## config.mk

```make
export PLATFORM = sky130hd
export DESIGN_NAME = sdr_ram
export DESIGN_NICKNAME = d
export VERILOG_FILES = /design/src/hw/rtl/sdr_ram.sv
export SDC_FILE = /design/constraint.sdc
export NUM_CORES = 1
export LEC_CHECK = 0
export BUFFER_PORTS_ARGS = -buffer_cell sky130_fd_sc_hd__clkbuf_2
export CORE_AREA = 2 2 134 136
export DETAILED_ROUTE_END_ITERATION = 7
export DIE_AREA = 0 0 136 138
export HOLD_SLACK_MARGIN = 0.02
export PLACE_DENSITY = 0.52
export SYNTH_ARGS = -nofsm -noshare
export SYNTH_HDL_FRONTEND = slang
export SYNTH_SLANG_ARGS = --single-unit
export TNS_END_PERCENT = 1
```

## constraint.sdc

```tcl
create_clock -name clk -period 4 [get_ports clk]
set_input_delay 0.6 -clock clk [delete_from_list [all_inputs] [get_ports clk]]
set_output_delay 0.6 -clock clk [all_outputs]
set_load 0.01 [all_outputs]
```

## src/hw/rtl/sdr_ram.sv

```systemverilog
// ----------------------------------------------------------------------------
// sdr_ram
// Generic simple dual-port RAM, one write port, one registered read port.
// ----------------------------------------------------------------------------
module sdr_ram #(
  parameter int WIDTH = 8,
  parameter int DEPTH = 16
) (
  input  logic                     clk,
  input  logic                     we,
  input  logic [$clog2(DEPTH)-1:0] waddr,
  input  logic [WIDTH-1:0]         wdata,
  input  logic [$clog2(DEPTH)-1:0] raddr,
  output logic [WIDTH-1:0]         rdata
);

  logic [WIDTH-1:0] mem [DEPTH];

  always_ff @(posedge clk) begin
    if (we) begin
      mem[waddr] <= wdata;
    end
    rdata <= mem[raddr];
  end

endmodule

```

==> flow_results.org <==
** Run status
- Run status :: finished, final reports clean

** Clocking
- Clock transition at the register clock pins on the worst setup and hold paths after CTS :: 0.06 ns
- Depth of the CTS H-tree :: 4
- Clock tree from TritonCTS :: yes
- Clock tree synthesis inserted a total of 17 buffers.
- Hold-fix buffers at CTS :: 0
- Clock latency at the later pin of the worst-skew pair :: slightly above 0.4 ns
- The tree is rooted in a sky130_fd_sc_hd__clkbuf_16.
- After clock tree synthesis, the setup repair step added 0 buffers.
- Counting along the longest clock path gives a buffer depth of 2.
- Gates resized during post-CTS repair numbered 0.
- Clk sinks :: between 100 and 150

** Worst hold path
- The worst hold path belongs to the class in2reg.
- Endpoint, Worst Hold :: mem[15][5]
- Counting instances, the worst hold path has a depth of 1.
- The worst hold path begins at wdata[5].

** Placement
- Routability-driven placement finished with a final weighted congestion of roughly 0.71.
- Input and output buffers added on the ports amount to 25.
- In this run the cell area measured after placement is between 5000 and 6000 sq um.
- Post-detailed-placement half-perimeter wirelength :: around 6700 microns
- Dpl ws :: ~1.4 ns

** Timing
- Final hold viol count :: 0
- Hold is met by about 0.6 ns.
- After routing, the total negative slack on setup checks comes to 0 ns.
- The final critical path takes up 51.78% of the cycle.
- Based on the critical path, the design can be clocked at up to between 0.4 and 0.5 GHz.
- Least-Margin Pin Slew :: 1.113 ns
- Worst rel slew slack :: about a quarter
- On the final layout, the worst clock skew is roughly 0.0059 ns.
- Unrepaired setup endpoints after global routing :: no
- Setup violations remaining at the end of the flow were counted as 0.
- The worst path in the final design needs a cycle of ~2.1 ns, including I/O delays and setup.
- Post-route worst setup slack :: 1.929 ns
- Final count of pins violating max slew :: 0

** Drt
- For this run, design rule violations remaining after detail routing come to 0.
- Via count :: approximately 2400
- Average routed wire per standard cell :: around 21 microns
- Detailed Route WL :: 10910 microns
- Vias/cell :: between 4 and 5
- In this run the remaining antenna-violating nets after routing total 0.
- Drt pass-1 iters :: 4
- After the first detailed-routing iteration, the DRC count stood at 245.

** GRT
- The number of global-route vias before repair is approximately 2500.
- Entering global routing, the biggest net connects 33 pins.
- For this run the aggregate overflow at the end of global routing stands at 0.
- Global routing consumed, over all layers together, roughly an eighth of the routing resources.
- Initial antenna violation count :: 0
- Global-route wire length before repair :: between 15000 and 20000 microns

** Synthesis
- Counting instances in the post-synthesis netlist gives the leading cell types as sky130_fd_sc_hd__edfxtp_1, sky130_fd_sc_hd__mux4_2, sky130_fd_sc_hd__a22oi_1, sky130_fd_sc_hd__mux4_1, sky130_fd_sc_hd__nor2_1.
- Cells after Synth :: about 230
- Fraction of the mapped netlist area in adder cells :: 0%
- Counting flops with a built-in enable in the synthesized netlist gives approximately 130.
- The mapped netlist covers 5147 sq um.
- Main combinational cell family by area after synthesis :: multiplexers
- Dominant cells by area after synthesis :: sky130_fd_sc_hd__edfxtp_1, sky130_fd_sc_hd__mux4_2, sky130_fd_sc_hd__mux4_1, sky130_fd_sc_hd__dfxtp_1, sky130_fd_sc_hd__a22oi_1
- The synthesized netlist devotes 2.333% of its cell area to compound gates.
- Synthesis instantiated 19 different standard cells from the library.
- Mapped Nets :: 247
- Averaged over all synthesized cells, the footprint is between 20 and 25 sq um.
- The biggest area contributor in the post-synthesis netlist is sky130_fd_sc_hd__edfxtp_1.
- Multiplexer cells account for about 15% of the synthesized area.
- Synthesis warning total :: 0
- Register bit total from synthesis :: roughly 140
- Counting flops with an async set or reset pin after synthesis yields a share of 0%.
- Yosys instantiated no cell more often than sky130_fd_sc_hd__edfxtp_1.
- Summed over its instances, the top area cell type makes up about three quarters of the synthesized netlist area.
- Sequential cell area fraction in the yosys report :: a little under 80%
- After Yosys synthesis, and, or, nand and nor cells account for 3.184% of the synthesized area.
- Most instantiated flip-flop cell in the synthesis netlist :: sky130_fd_sc_hd__edfxtp_1
- Summing the areas of all xor and xnor instances in the mapped netlist gives 0% of the synthesized area.

** Floorplanning
- Width of the die :: approximately 140 microns
- Measured along the y axis, the die boundary spans between 100 and 150 microns.
- The floorplan has just under 50 rows.
- Top Ports :: 26
- Initial core utilization :: between 20 and 30%
- Placeable Area :: ~18000 sq um
- The die covers about 19000 sq um.

** Critical path
- The endpoint identified for the worst register-to-register timing path is rdata[7].
- The critical path runs through a total of 5 cells.
- Largest fanout on the critical path :: 16
- The startpoint identified for the worst register-to-register timing path is mem[7][7].
- Standard cell with the maximum stage delay on the critical path :: sky130_fd_sc_hd__mux4_1
- FF-to-FF setup slack :: between 2 and 3 ns
- Worst-case reg-to-reg path depth :: 3
- Category of the worst setup path capture point :: flip-flop
- Setup crit start kind :: input pin
- Walking the worst path, the cells encountered are clkbuf_2 -> buf_4 -> mux4_1 -> a22oi_1 -> nand2_1.
- Data arrives at the worst endpoint at ~2.4 ns.
- Data on the critical path is required at its endpoint by 4.29 ns.
- Counting both buffers and inverters, the worst setup path holds a total of 2.
- Slowest cell delay on critical path :: about 0.6 ns
- Type of the setup path with the least slack :: in2reg
- Crit path max-delay family :: buffers and inverters

** Layout
- Synthesis-to-finish area growth :: 20.10%
- The repair_antennas step left the layout with diodes totalling 0.
- The final layout contains about 290 nets.
- Summing all non-filler instances in the final layout gives an area of 6182 sq um.
- The post-route netlist has between 30% and 40% of its cells at a drive strength greater than 1.

** Power
- Overall power consumption after layout is estimated at approximately 3.4 mW.
- The worst-case IR drop observed on VDD is approximately 0.00033 V.
- In this run the static leakage power is a little over 2 nW.
- Power spread over the standard cell area amounts to approximately 550 nW/um^2.

** Flow run
- Max-cap violations in this run came to 0.
==> cell type report <==
cell class	instances	area, sq um
Clock buffer	21	480.5
Clock inverter	11	166.4
Fill cell	1665	11350
Multi-Input combinational cell	83	1067
Sequential cell	136	4004
Tap cell	229	286.5
Timing Repair Buffer	32	177.7
==> per-stage QoR <==
| step | util (%) | instances |
|---|---|---|
| 2_1_floorplan | - | 229 |
| 3_3_place_gp | 31.57 | 480 |
| 3_5_place_dp | 31.57 | 480 |
| 4_1_cts | 35.26 | 512 |
| 5_1_grt | 35.26 | 512 |
| 6_report | 35.26 | 512 |
==> state kept, by name, summed over array words and instances, names as in the netlist <==
register,flops
mem,128
rdata,8
==> cell usage in the layout, fill, tap and decap left out, drive strengths merged, types with 2 or more instances in the layout <==
master    count
edfxtp      128
nand2         9
nand2b        2
clkinvlp      3
nor3          4
a22oi        16
buf           7
dfxtp         8
clkinv        3
nor2         13
clkbuf       46
mux4         32
bufinv        4
nand3b        2
==> worst max path at each step <==
stage                         from   endpoint  slack, ns
final                     raddr[0]   rdata[4]       1.93
after global routing      raddr[0]   rdata[4]       1.77
after CTS                 raddr[0]   rdata[4]       1.87
after detailed placement  raddr[0]   rdata[4]       1.44
after global placement    raddr[0]   rdata[5]       1.47
after floorplan           waddr[2]  mem[0][0]       1.91
==> cell families (layout without fill, tap and decap cells) <==
group	count (synthesis)	count (layout)
DFF	136	136
and+or+nand+nor	35	35
muxes	32	32
AOI/OAI and AO/OA	16	16
buffers and inverters	10	64
==> layer usage <==
metal,vias up,share of wire (%),global-route usage [%]
met3,10,7.6,3.777
li1,1060,-,-
met1,1229,45,17.57
met4,0,1.2,4.386
met5,-,0,0
met2,77,47,18.12
==> worst register-to-register path, stage by stage, from the launching register on <==
cell	delay [ns]
sky130_fd_sc_hd__edfxtp_1	0.38
sky130_fd_sc_hd__mux4_2	0.50
sky130_fd_sc_hd__a22oi_1	0.39
sky130_fd_sc_hd__nand2_1	0.09
==> power by group <==
group / switching (mW) / internal, mW / total (mW)
clock: 0.563 / 1.11 / 1.67
sequential: 0.00899 / 1.59 / 1.60
combinational: 0.0881 / 0.0592 / 0.147
(Power assumes the default switching activity.)
